===== src/rtl/core/tlp_pkg.sv =====
// ----------------------------------------------------------------------------
// tlp_pkg
// Shared constants, types and status structs of the meter line parser.
// ----------------------------------------------------------------------------
package tlp_pkg;

    // Line buffer geometry
    localparam int LINE_BYTES = 32;
    localparam int MAX_ITEMS  = 32;
    localparam int ADDR_W     = $clog2(LINE_BYTES);
    localparam int CNT_W      = $clog2(LINE_BYTES + 1);
    localparam int CHAR_W     = 7;
    localparam int SUM_W      = 6;    // checksum is kept modulo 64
    localparam int MIN_LINE   = 7;    // shortest line worth checking, CR included
    localparam int ADPS_LEN   = 4;
    localparam int LAB_HEAD   = 5;    // label bytes looked at for overload events

    typedef logic [CHAR_W-1:0] t_char;
    typedef logic [ADDR_W-1:0] t_addr;
    typedef logic [CNT_W-1:0]  t_cnt;

    // Control characters
    localparam t_char CH_NUL = 7'h00;
    localparam t_char CH_STX = 7'h02;
    localparam t_char CH_ETX = 7'h03;
    localparam t_char CH_LF  = 7'h0A;
    localparam t_char CH_CR  = 7'h0D;
    localparam t_char CH_SP  = 7'h20;

    // Characters of the overload labels
    localparam t_char CH_A   = 7'h41;
    localparam t_char CH_D   = 7'h44;
    localparam t_char CH_P   = 7'h50;
    localparam t_char CH_S   = 7'h53;
    localparam t_char CH_I   = 7'h49;
    localparam t_char CH_R   = 7'h52;
    localparam t_char CH_0   = 7'h30;
    localparam t_char CH_1   = 7'h31;
    localparam t_char CH_3   = 7'h33;

    // Result item kinds
    localparam logic [1:0] KIND_LABEL = 2'd0;
    localparam logic [1:0] KIND_VALUE = 2'd1;
    localparam logic [1:0] KIND_FEND  = 2'd2;

    // Overload event codes
    localparam logic [2:0] EV_NONE = 3'd0;
    localparam logic [2:0] EV_ADPS = 3'd1;

    // Frame sync
    typedef enum logic [1:0] {
        SYNC_INIT,
        SYNC_WAIT_STX,
        SYNC_WAIT_ETX,
        SYNC_READY
    } t_sync;

    // Main sequencer
    typedef enum logic [2:0] {
        SEQ_IDLE,
        SEQ_SCAN_RD,
        SEQ_SCAN_USE,
        SEQ_DECIDE,
        SEQ_EMIT_RD,
        SEQ_EMIT_USE,
        SEQ_FEND
    } t_seq;

    // Token being scanned in a line
    typedef enum logic [1:0] {
        TOK_LABEL,
        TOK_VALUE,
        TOK_REST
    } t_tok;

    // Scan control into the line checker
    typedef struct packed {
        logic clr;
        logic en;
        t_cnt pos;
    } t_chk_ctl;

    // Line checker verdict and token geometry
    typedef struct packed {
        logic       pass;
        t_cnt       lab_len;
        t_cnt       val_at;
        t_cnt       val_len;
        logic [2:0] ev;
    } t_chk_res;

endpackage


===== src/rtl/core/teleinfo_line_parser_unit.sv =====
// ----------------------------------------------------------------------------
// teleinfo_line_parser_unit
// Frame sync, line buffering and line emission for meter serial bytes.
// ----------------------------------------------------------------------------
// An ordinary byte is taken while idle and written to the line RAM. A
// carriage return that closes a line of seven or more bytes starts a check:
// each stored byte is read back through the single RAM read port in a read
// state and a use state, a decide state settles the verdict, and a passing
// line then leaves one character per read and use state pair, held while the
// output is stalled. The input is stalled until the line is through. An ETX
// in ready waits in a frame-end state to place the frame-end item. The
// result register lets the next byte in while an earlier result still waits.
module teleinfo_line_parser_unit (
    input  logic       i_clk,
    input  logic       i_rst_n,
    input  logic       i_valid,
    output logic       o_stall,
    input  logic [7:0] i_rx_byte,
    output logic       o_valid,
    input  logic       i_stall,
    output logic [1:0] o_item_kind,
    output logic [6:0] o_char_out,
    output logic       o_last_of_run,
    output logic [2:0] o_overload_event
);

    tlp_pkg::t_seq  r_state, n_state;
    tlp_pkg::t_sync r_sync,  n_sync;
    tlp_pkg::t_cnt  r_fill,  n_fill;
    tlp_pkg::t_cnt  r_len,   n_len;
    tlp_pkg::t_addr r_raddr, n_raddr;
    tlp_pkg::t_cnt  r_idx,   n_idx;

    logic           r_out_valid, n_out_valid;
    logic [1:0]     r_kind,      n_kind;
    tlp_pkg::t_char r_char,      n_char;
    logic           r_last,      n_last;
    logic [2:0]     r_oev,       n_oev;

    tlp_pkg::t_char    w_c;
    logic              w_in_xfer;
    logic              w_slot_free;
    logic              w_room;
    tlp_pkg::t_cnt     w_len_new;
    logic              w_last_pos;
    logic [tlp_pkg::CNT_W:0] w_tot;
    tlp_pkg::t_cnt     w_n;
    tlp_pkg::t_cnt     w_idx_nx;
    logic              w_is_last;
    logic              w_we;
    tlp_pkg::t_char    w_rdata;
    tlp_pkg::t_chk_ctl w_ctl;
    tlp_pkg::t_chk_res w_res;

    assign w_c         = i_rx_byte[tlp_pkg::CHAR_W-1:0];
    assign o_stall     = (r_state != tlp_pkg::SEQ_IDLE);
    assign w_in_xfer   = i_valid && !o_stall;
    assign w_slot_free = !r_out_valid || !i_stall;
    assign w_room      = (r_fill < tlp_pkg::t_cnt'(tlp_pkg::LINE_BYTES));
    assign w_len_new   = r_fill + tlp_pkg::t_cnt'(1);
    assign w_last_pos  = ((tlp_pkg::t_cnt'(r_raddr) + tlp_pkg::t_cnt'(1)) == r_len);

    // Run length, clipped to the item limit
    assign w_tot     = {1'b0, w_res.lab_len} + {1'b0, w_res.val_len};
    assign w_n       = (w_tot > tlp_pkg::MAX_ITEMS) ? tlp_pkg::t_cnt'(tlp_pkg::MAX_ITEMS)
                                                    : w_tot[tlp_pkg::CNT_W-1:0];
    assign w_idx_nx  = r_idx + tlp_pkg::t_cnt'(1);
    assign w_is_last = (w_idx_nx == w_n);

    // Line store
    tlp_ram #(
        .WIDTH (tlp_pkg::CHAR_W),
        .DEPTH (tlp_pkg::LINE_BYTES)
    ) u_line_ram (
        .i_clk   (i_clk),
        .i_we    (w_we),
        .i_waddr (r_fill[tlp_pkg::ADDR_W-1:0]),
        .i_wdata (w_c),
        .i_raddr (r_raddr),
        .o_rdata (w_rdata)
    );

    // Line checker
    tlp_line_chk u_line_chk (
        .i_clk   (i_clk),
        .i_rst_n (i_rst_n),
        .i_ctl   (w_ctl),
        .i_byte  (w_rdata),
        .o_res   (w_res)
    );

    // Frame sync next state
    always_comb begin
        n_sync = r_sync;
        if (w_in_xfer) begin
            case (w_c)
                tlp_pkg::CH_STX: begin
                    if (r_sync inside {tlp_pkg::SYNC_INIT, tlp_pkg::SYNC_WAIT_STX}) begin
                        n_sync = tlp_pkg::SYNC_WAIT_ETX;
                    end
                end
                tlp_pkg::CH_ETX: begin
                    if (r_sync == tlp_pkg::SYNC_WAIT_ETX) begin
                        n_sync = tlp_pkg::SYNC_READY;
                    end else if (r_sync == tlp_pkg::SYNC_INIT) begin
                        n_sync = tlp_pkg::SYNC_WAIT_STX;
                    end
                end
                default: ;
            endcase
        end
    end

    // Sequencer next state
    always_comb begin
        n_state = r_state;
        case (r_state)
            tlp_pkg::SEQ_IDLE: begin
                if (w_in_xfer && (r_sync == tlp_pkg::SYNC_READY)) begin
                    if (w_c == tlp_pkg::CH_ETX) begin
                        n_state = tlp_pkg::SEQ_FEND;
                    end else if ((w_c == tlp_pkg::CH_CR) && w_room &&
                                 (w_len_new >= tlp_pkg::t_cnt'(tlp_pkg::MIN_LINE))) begin
                        n_state = tlp_pkg::SEQ_SCAN_RD;
                    end
                end
            end
            tlp_pkg::SEQ_SCAN_RD:  n_state = tlp_pkg::SEQ_SCAN_USE;
            tlp_pkg::SEQ_SCAN_USE: begin
                n_state = w_last_pos ? tlp_pkg::SEQ_DECIDE : tlp_pkg::SEQ_SCAN_RD;
            end
            tlp_pkg::SEQ_DECIDE: begin
                n_state = w_res.pass ? tlp_pkg::SEQ_EMIT_RD : tlp_pkg::SEQ_IDLE;
            end
            tlp_pkg::SEQ_EMIT_RD:  n_state = tlp_pkg::SEQ_EMIT_USE;
            tlp_pkg::SEQ_EMIT_USE: begin
                if (w_slot_free) begin
                    n_state = w_is_last ? tlp_pkg::SEQ_IDLE : tlp_pkg::SEQ_EMIT_RD;
                end
            end
            tlp_pkg::SEQ_FEND: begin
                if (w_slot_free) begin
                    n_state = tlp_pkg::SEQ_IDLE;
                end
            end
            default: n_state = tlp_pkg::SEQ_IDLE;
        endcase
    end

    // Sequencer outputs: buffer writes, scan control, emission
    always_comb begin
        n_fill      = r_fill;
        n_len       = r_len;
        n_raddr     = r_raddr;
        n_idx       = r_idx;
        n_out_valid = r_out_valid && i_stall;
        n_kind      = r_kind;
        n_char      = r_char;
        n_last      = r_last;
        n_oev       = r_oev;
        w_we        = 1'b0;
        w_ctl.clr   = 1'b0;
        w_ctl.en    = 1'b0;
        w_ctl.pos   = tlp_pkg::t_cnt'(r_raddr);

        case (r_state)
            tlp_pkg::SEQ_IDLE: begin
                if (w_in_xfer) begin
                    case (w_c)
                        tlp_pkg::CH_STX: n_fill = '0;
                        tlp_pkg::CH_ETX: ;
                        tlp_pkg::CH_LF:  ;
                        tlp_pkg::CH_CR: begin
                            if (r_sync == tlp_pkg::SYNC_READY) begin
                                w_we      = w_room;
                                n_len     = w_len_new;
                                n_fill    = '0;
                                n_raddr   = '0;
                                w_ctl.clr = 1'b1;
                            end
                        end
                        default: begin
                            if (r_sync == tlp_pkg::SYNC_READY) begin
                                if (w_room) begin
                                    w_we   = 1'b1;
                                    n_fill = w_len_new;
                                end else begin
                                    // overflow drops the whole line
                                    n_fill = '0;
                                end
                            end
                        end
                    endcase
                end
            end
            tlp_pkg::SEQ_SCAN_USE: begin
                w_ctl.en = 1'b1;
                n_raddr  = r_raddr + tlp_pkg::t_addr'(1);
            end
            tlp_pkg::SEQ_DECIDE: begin
                n_raddr = '0;
                n_idx   = '0;
            end
            tlp_pkg::SEQ_EMIT_USE: begin
                if (w_slot_free) begin
                    n_out_valid = 1'b1;
                    n_kind      = (r_idx < w_res.lab_len) ? tlp_pkg::KIND_LABEL
                                                          : tlp_pkg::KIND_VALUE;
                    n_char      = w_rdata;
                    n_last      = w_is_last;
                    n_oev       = w_is_last ? w_res.ev : tlp_pkg::EV_NONE;
                    n_idx       = w_idx_nx;
                    // jump from the label to the value once the label is out
                    if (w_idx_nx == w_res.lab_len) begin
                        n_raddr = w_res.val_at[tlp_pkg::ADDR_W-1:0];
                    end else begin
                        n_raddr = r_raddr + tlp_pkg::t_addr'(1);
                    end
                end
            end
            tlp_pkg::SEQ_FEND: begin
                if (w_slot_free) begin
                    n_out_valid = 1'b1;
                    n_kind      = tlp_pkg::KIND_FEND;
                    n_char      = tlp_pkg::CH_NUL;
                    n_last      = 1'b1;
                    n_oev       = tlp_pkg::EV_NONE;
                end
            end
            default: ;
        endcase
    end

    // Control registers
    always_ff @(posedge i_clk) begin
        if (!i_rst_n) begin
            r_state     <= tlp_pkg::SEQ_IDLE;
            r_sync      <= tlp_pkg::SYNC_INIT;
            r_fill      <= '0;
            r_out_valid <= 1'b0;
        end else begin
            r_state     <= n_state;
            r_sync      <= n_sync;
            r_fill      <= n_fill;
            r_out_valid <= n_out_valid;
        end
    end

    // Working and result registers
    always_ff @(posedge i_clk) begin
        r_len   <= n_len;
        r_raddr <= n_raddr;
        r_idx   <= n_idx;
        r_kind  <= n_kind;
        r_char  <= n_char;
        r_last  <= n_last;
        r_oev   <= n_oev;
    end

    assign o_valid          = r_out_valid;
    assign o_item_kind      = r_kind;
    assign o_char_out       = r_char;
    assign o_last_of_run    = r_last;
    assign o_overload_event = r_oev;

endmodule


===== src/rtl/core/tlp_ram.sv =====
// ----------------------------------------------------------------------------
// tlp_ram
// Generic simple dual-port RAM: one write port, one registered read port.
// ----------------------------------------------------------------------------
module tlp_ram #(
    parameter int WIDTH = 8,
    parameter int DEPTH = 32
) (
    input  logic                     i_clk,
    input  logic                     i_we,
    input  logic [$clog2(DEPTH)-1:0] i_waddr,
    input  logic [WIDTH-1:0]         i_wdata,
    input  logic [$clog2(DEPTH)-1:0] i_raddr,
    output logic [WIDTH-1:0]         o_rdata
);

    logic [WIDTH-1:0] r_mem [DEPTH];
    logic [WIDTH-1:0] r_rdata;

    // Write port
    always_ff @(posedge i_clk) begin
        if (i_we) begin
            r_mem[i_waddr] <= i_wdata;
        end
    end

    // Registered read
    always_ff @(posedge i_clk) begin
        r_rdata <= r_mem[i_raddr];
    end

    assign o_rdata = r_rdata;

endmodule


===== src/rtl/core/tlp_line_chk.sv =====
// ----------------------------------------------------------------------------
// tlp_line_chk
// Walks a buffered line one byte at a time: splits label, value and checksum
// character, accumulates the checksum and spots overload labels.
// ----------------------------------------------------------------------------
module tlp_line_chk (
    input  logic              i_clk,
    input  logic              i_rst_n,
    input  tlp_pkg::t_chk_ctl i_ctl,
    input  tlp_pkg::t_char    i_byte,
    output tlp_pkg::t_chk_res o_res
);

    tlp_pkg::t_tok             r_tok,      n_tok;
    logic                      r_skip,     n_skip;
    logic                      r_chk_next, n_chk_next;
    logic                      r_have_chk, n_have_chk;
    logic                      r_zero,     n_zero;
    tlp_pkg::t_char            r_chk,      n_chk;
    logic [tlp_pkg::SUM_W-1:0] r_sum,      n_sum;
    tlp_pkg::t_cnt             r_lab_len,  n_lab_len;
    tlp_pkg::t_cnt             r_val_at,   n_val_at;
    tlp_pkg::t_cnt             r_val_len,  n_val_len;
    logic                      r_m_a,      n_m_a;
    logic                      r_m_ad,     n_m_ad;
    logic                      r_m_adp,    n_m_adp;
    logic                      r_m_adi,    n_m_adi;
    logic                      r_m_adps,   n_m_adps;
    logic                      r_m_adir,   n_m_adir;
    logic [2:0]                r_ev_dig,   n_ev_dig;

    logic           w_is_sep;
    logic           w_is_term;
    tlp_pkg::t_char w_dig;

    // A space right after a separator is data, not a separator
    assign w_is_sep  = (i_byte == tlp_pkg::CH_SP) && !r_skip;
    assign w_is_term = w_is_sep || (i_byte == tlp_pkg::CH_CR);
    assign w_dig     = i_byte - tlp_pkg::CH_0;

    // Per-byte scan update
    always_comb begin
        n_tok      = r_tok;
        n_skip     = r_skip;
        n_chk_next = r_chk_next;
        n_have_chk = r_have_chk;
        n_zero     = r_zero;
        n_chk      = r_chk;
        n_sum      = r_sum;
        n_lab_len  = r_lab_len;
        n_val_at   = r_val_at;
        n_val_len  = r_val_len;
        n_m_a      = r_m_a;
        n_m_ad     = r_m_ad;
        n_m_adp    = r_m_adp;
        n_m_adi    = r_m_adi;
        n_m_adps   = r_m_adps;
        n_m_adir   = r_m_adir;
        n_ev_dig   = r_ev_dig;

        if (i_ctl.clr) begin
            n_tok      = tlp_pkg::TOK_LABEL;
            n_skip     = 1'b0;
            n_chk_next = 1'b0;
            n_have_chk = 1'b0;
            n_zero     = 1'b0;
            n_chk      = tlp_pkg::CH_NUL;
            // the checksum sum starts from one space
            n_sum      = tlp_pkg::CH_SP[tlp_pkg::SUM_W-1:0];
            n_lab_len  = '0;
            n_val_at   = '0;
            n_val_len  = '0;
            n_m_a      = 1'b0;
            n_m_ad     = 1'b0;
            n_m_adp    = 1'b0;
            n_m_adi    = 1'b0;
            n_m_adps   = 1'b0;
            n_m_adir   = 1'b0;
            n_ev_dig   = tlp_pkg::EV_NONE;
        end else if (i_ctl.en) begin
            if (i_byte == tlp_pkg::CH_NUL) begin
                n_zero = 1'b1;
            end
            n_skip     = w_is_sep;
            n_chk_next = w_is_sep && (r_tok != tlp_pkg::TOK_LABEL);
            // byte after any later separator is the checksum character
            if (r_chk_next) begin
                n_chk      = i_byte;
                n_have_chk = 1'b1;
            end

            case (r_tok)
                tlp_pkg::TOK_LABEL: begin
                    if (w_is_sep) begin
                        n_tok    = tlp_pkg::TOK_VALUE;
                        n_val_at = i_ctl.pos + tlp_pkg::t_cnt'(1);
                    end else if (!w_is_term) begin
                        n_sum     = r_sum + i_byte[tlp_pkg::SUM_W-1:0];
                        n_lab_len = r_lab_len + tlp_pkg::t_cnt'(1);
                        // label head match, position equals label index here
                        case (i_ctl.pos)
                            tlp_pkg::t_cnt'(0): n_m_a = (i_byte == tlp_pkg::CH_A);
                            tlp_pkg::t_cnt'(1): n_m_ad = r_m_a && (i_byte == tlp_pkg::CH_D);
                            tlp_pkg::t_cnt'(2): begin
                                n_m_adp = r_m_ad && (i_byte == tlp_pkg::CH_P);
                                n_m_adi = r_m_ad && (i_byte == tlp_pkg::CH_I);
                            end
                            tlp_pkg::t_cnt'(3): begin
                                n_m_adps = r_m_adp && (i_byte == tlp_pkg::CH_S);
                                n_m_adir = r_m_adi && (i_byte == tlp_pkg::CH_R);
                            end
                            tlp_pkg::t_cnt'(tlp_pkg::LAB_HEAD - 1): begin
                                if (r_m_adir &&
                                    (i_byte inside {[tlp_pkg::CH_1:tlp_pkg::CH_3]})) begin
                                    n_ev_dig = w_dig[2:0] + 3'd1;
                                end
                            end
                            default: ;
                        endcase
                    end
                end
                tlp_pkg::TOK_VALUE: begin
                    if (w_is_term) begin
                        n_tok = tlp_pkg::TOK_REST;
                    end else begin
                        n_sum     = r_sum + i_byte[tlp_pkg::SUM_W-1:0];
                        n_val_len = r_val_len + tlp_pkg::t_cnt'(1);
                    end
                end
                default: ;
            endcase
        end
    end

    // Control flags
    always_ff @(posedge i_clk) begin
        if (!i_rst_n) begin
            r_tok      <= tlp_pkg::TOK_LABEL;
            r_skip     <= 1'b0;
            r_chk_next <= 1'b0;
            r_have_chk <= 1'b0;
            r_zero     <= 1'b0;
        end else begin
            r_tok      <= n_tok;
            r_skip     <= n_skip;
            r_chk_next <= n_chk_next;
            r_have_chk <= n_have_chk;
            r_zero     <= n_zero;
        end
    end

    // Accumulators and match flags
    always_ff @(posedge i_clk) begin
        r_chk     <= n_chk;
        r_sum     <= n_sum;
        r_lab_len <= n_lab_len;
        r_val_at  <= n_val_at;
        r_val_len <= n_val_len;
        r_m_a     <= n_m_a;
        r_m_ad    <= n_m_ad;
        r_m_adp   <= n_m_adp;
        r_m_adi   <= n_m_adi;
        r_m_adps  <= n_m_adps;
        r_m_adir  <= n_m_adir;
        r_ev_dig  <= n_ev_dig;
    end

    // Verdict
    always_comb begin
        o_res.pass = !r_zero && (r_tok != tlp_pkg::TOK_LABEL) && r_have_chk &&
                     (r_lab_len != '0) && (r_val_len != '0) &&
                     ((tlp_pkg::t_char'(r_sum) + tlp_pkg::CH_SP) == r_chk);
        o_res.lab_len = r_lab_len;
        o_res.val_at  = r_val_at;
        o_res.val_len = r_val_len;
        if ((r_lab_len == tlp_pkg::t_cnt'(tlp_pkg::ADPS_LEN)) && r_m_adps) begin
            o_res.ev = tlp_pkg::EV_ADPS;
        end else begin
            o_res.ev = r_ev_dig;
        end
    end

endmodule


===== config.mk =====
export PLATFORM = sky130hd
export DESIGN_NAME = teleinfo_line_parser_unit
export DESIGN_NICKNAME = d
export VERILOG_FILES = /design/src/rtl/core/tlp_pkg.sv /design/src/rtl/core/teleinfo_line_parser_unit.sv /design/src/rtl/core/tlp_ram.sv /design/src/rtl/core/tlp_line_chk.sv
export SDC_FILE = /design/constraint.sdc
export NUM_CORES = 1
export LEC_CHECK = 0
export BUFFER_PORTS_ARGS = -buffer_cell sky130_fd_sc_hd__buf_2
export CAP_MARGIN = 30
export CORE_AREA = 2 2 111 221
export DETAILED_ROUTE_END_ITERATION = 8
export DIE_AREA = 0 0 113 223
export PLACE_DENSITY_LB_ADDON = 0.08
export RECOVER_POWER = 100
export SLEW_MARGIN = 40
export SYNTH_ARGS = -nofsm -noshare
export SYNTH_HDL_FRONTEND = slang
export SYNTH_SLANG_ARGS = --single-unit

===== constraint.sdc =====
create_clock -name i_clk -period 7.17 [get_ports i_clk]
set_input_delay 1.434 -clock i_clk [delete_from_list [all_inputs] [get_ports i_clk]]
set_output_delay 1.434 -clock i_clk [all_outputs]
set_load 0.02 [all_outputs]

==> qor.txt <==
==================================================================================
Share of the synthesized area in the top cell type                          0.5484
Final critical-path required period                                       5.111 ns
Routed via count divided by cell count                                       6.063
Slew Viols, Final                                                               69
Cell taking the most area after synthesis                             sky130_fd_sc_hd__edfxtp_1
Final Hold Viols                                                                 0
Total number of placement rows                                                  80
Ys async rst share                                                               0
Source-to-sink clock delay at the later pin of the worst-skew pair         0.56 ns
Syn Area/Cell                                                          14.91 sq um
Routed wire length per instance                                           21.74 um
Number of synthesized flops with an enable pin                                 254
Number of clock sinks seen by CTS                                              318
Class of the tightest hold or removal check                           flop to flop
Final setup viols                                                                0
Share of layout cells above drive strength 1                                0.1461
Number of standard cells after synthesis                                       933
Number of DRC violations after detailed-routing iteration 0                    578
Sum of negative setup slack                                                   0 ns
Max rail drop VDD                                                         257.8 uV
Number of antenna violations at the first check in global routing                0
Total power density per cell area                                     234.1 nW/um^2
Worst path arrival time                                                    5.60 ns
Clock tree root driver cell                                           sky130_fd_sc_hd__clkbuf_16
Area of the placeable core                                             23620 sq um
CTS-repair resized insts                                                         0
CTS tree                                                                       yes
Pleak                                                                     5.173 nW
Fin crit share                                                              0.7128
Die width                                                                   113 um
Post-CTS Hold Buffers                                                            0
Count of antenna-violating nets left after detailed routing                      0
Number of primary I/O pins                                                      27
Depth of the CTS H-tree                                                          1
Most common cell after layout, fill and taps aside                    sky130_fd_sc_hd__edfxtp_1
Most area-consuming cells after synthesis                             sky130_fd_sc_hd__edfxtp_1 55%, sky130_fd_sc_hd__mux4_2 11%, sky130_fd_sc_hd__dfxtp_1 9.2%, sky130_fd_sc_hd__ha_1 3.2%, sky130_fd_sc_hd__nor2_1 2.7%
1st-pass router iterations                                                       7
Number of buffers and inverters on the critical path                             3
Number of global-route vias before repair                                     7598
Max transition margin                                                      -0.5649
Total DRC errors in the routed layout                                            2
Post-synthesis cell type count                                                  71
Final HPWL DP                                                             18.19 mm
Share of the yosys chip area belonging to registers                         0.6406
Critical path data required time                                           7.66 ns
Worst setup path class                                                input port to flop
Ant diodes                                                                       0
Timing-limited maximum frequency                                         195.7 MHz
Most instantiated flip-flop cell in the synthesis netlist             sky130_fd_sc_hd__edfxtp_1
Most prevalent standard cell on the critical path                     sky130_fd_sc_hd__clkbuf_1
Final RePlAce weighted congestion                                           0.8280
Highest net fanout along the worst path                                         40
GRT overflow                                                                     0
Drt total wl                                                              27.52 mm
Starting utilization of the core area                                       0.5887
Post-layout nets                                                              1007
Number of synthesized register bits                                            318
Net count after synthesis                                                      983
Violations in the final reports                                       design-rule violations, max-capacitance violations, max-slew violations
Number of synthesis warnings                                                     0
Layout Area Growth over Synthesis                                           8.844%
Mapped cell area                                                       13910 sq um
Family of cells with the greatest summed delay on the critical path   buffers and inverters
Clock Path Buffers                                                               3
Floorplan die height                                                        223 um
Overall fraction of global-route tracks in use                              0.2216
Die footprint                                                          25200 sq um
Clock transition at the registers of the reported paths                    0.06 ns
Status                                                                finished with violations
Via total after detailed routing                                              7676
Commonest cells after routing, fill and taps aside                    254 x sky130_fd_sc_hd__edfxtp_1, 101 x sky130_fd_sc_hd__nor2_1, 70 x sky130_fd_sc_hd__mux4_2
Fin cells                                                                     1266
Launching element type of the critical path                             input port
Post-CTS repair timing setup buffer count                                        0
Largest net degree at the start of global routing                               41
Series of cell instances along the critical path                      clkbuf_1 -> nand2_1 -> or4_1 -> nor2_1 -> clkbuf_1 -> clkbuf_1 -> nor2_1 -> mux2i_1
TritonCTS buffer count                                                          28
Cells after DPL                                                               1212
Max-cap viol count                                                               3
Fill cell total of the finished layout                                        1743
Worst-margin pin slew                                                     2.347 ns
Number of buffers added on ports                                                25
Worst path max stage delay                                                 1.16 ns
Max Clock Skew                                                          0.01026 ns
RSZ-0062 raised after global routing                                            no
Endpoint class of the critical path                                           flop
Worst path slowest cell                                               sky130_fd_sc_hd__clkbuf_1
Global-route wire length before repair                                    43.04 mm
==================================================================================
## area by class of cell
cell class,count,area (sq um),share of cell area
clock buffer,35,747.0,0.04935
clock inverter,17,148.9,0.009836
inverter,33,123.9,0.008183
multi-input combinational,540,4679,0.3091
sequential,318,8909,0.5885
tap,287,359.1,0.02372
timing repair buffer,36,170.2,0.01124
## layer usage
metal  GRT usage  vias to the layer above  share of wire
met2      0.3519                      208           0.48
li1            -                     3585              -
met1      0.3220                     3831           0.44
met4     0.07238                        0          0.029
met5           0                        -              0
met3     0.02907                       52          0.054
## worst register-to-register path, stage by stage (launching register included)
cell                       delay, ns
sky130_fd_sc_hd__edfxtp_1       0.35
sky130_fd_sc_hd__clkbuf_1       0.73
sky130_fd_sc_hd__clkbuf_1       1.74
sky130_fd_sc_hd__mux4_2         0.73
sky130_fd_sc_hd__mux4_2         0.52
sky130_fd_sc_hd__mux2_1         0.36
## through the flow
stage          utilization  instance area (sq um)  hold WS, ns  setup slack (ns)  power [mW]
4_1_cts             0.6435                  15200       0.4604             3.380       3.572
2_1_floorplan            -                  13910       0.4275             3.768       2.088
5_1_grt             0.6408                  15140       0.4863             1.607       3.649
6_report            0.6408                  15140       0.4601             2.059       3.544
3_5_place_dp        0.6056                  14310       0.4521             2.807       2.124
3_3_place_gp        0.6028                  14240       0.4336             2.883       2.120
## cells in the mapped netlist, drive strengths merged, types with 10 or more instances
cell type and n:
xor2 17, nand3 21, clkbuf 25, nand2 58, ha 36, inv 32
a21oi 32, xnor2 31, buf 17, nor2 101, mux2i 13, and3 10
nor3 20, edfxtp 254, and2 10, dfxtp 64, mux4 70
## cell families after synthesis
group / count (synthesis) / share of synthesized area
adder cells (fa/ha/maj): 38 / 0.03527
multiplexers: 92 / 0.1300
flip-flops: 318 / 0.6406
buffers and inverters: 75 / 0.02303
AND/OR/NAND/NOR: 274 / 0.09771
AO/OA/AOI/OAI: 88 / 0.04319
XOR/XNOR: 48 / 0.03023
## flip-flops by register name, summed over array words and instances (netlist names), 3 cells and up
name	flops
r_len	6
u_line_chk.r_val_at	5
r_raddr	5
u_line_chk.r_val_len	6
r_state	3
u_line_ram.r_mem	224
r_fill	6
o_char_out	7
u_line_chk.r_lab_len	6
u_line_chk.r_chk	7
o_overload_event	3
r_idx	6
u_line_chk.r_ev_dig	3
u_line_ram.o_rdata	7
u_line_chk.r_sum	6
## worst paths after layout
| kind | endpoint | slack (ns) | cells past startpoint | start |
|---|---|---|---|---|
| worst max-delay path | u_line_chk.r_sum[5] | 2.06 | 8 | i_rx_byte[0] |
| worst min-delay path | u_line_chk.r_m_adir | 0.46 | 2 | u_line_chk.r_m_adir |
| worst max register to register | u_line_ram.o_rdata[6] | 2.61 | 5 | r_raddr[0] |
| worst min register to register | u_line_chk.r_m_adir | 0.46 | 2 | u_line_chk.r_m_adir |
## report_power, final
part / total, mW / switching, mW / internal [mW]
clock network: 1.46 / 0.646 / 0.814
logic: 0.0840 / 0.0556 / 0.0284
registers: 2.00 / 0.00777 / 1.99
No activity file was read; power rests on OpenSTA's default activity.
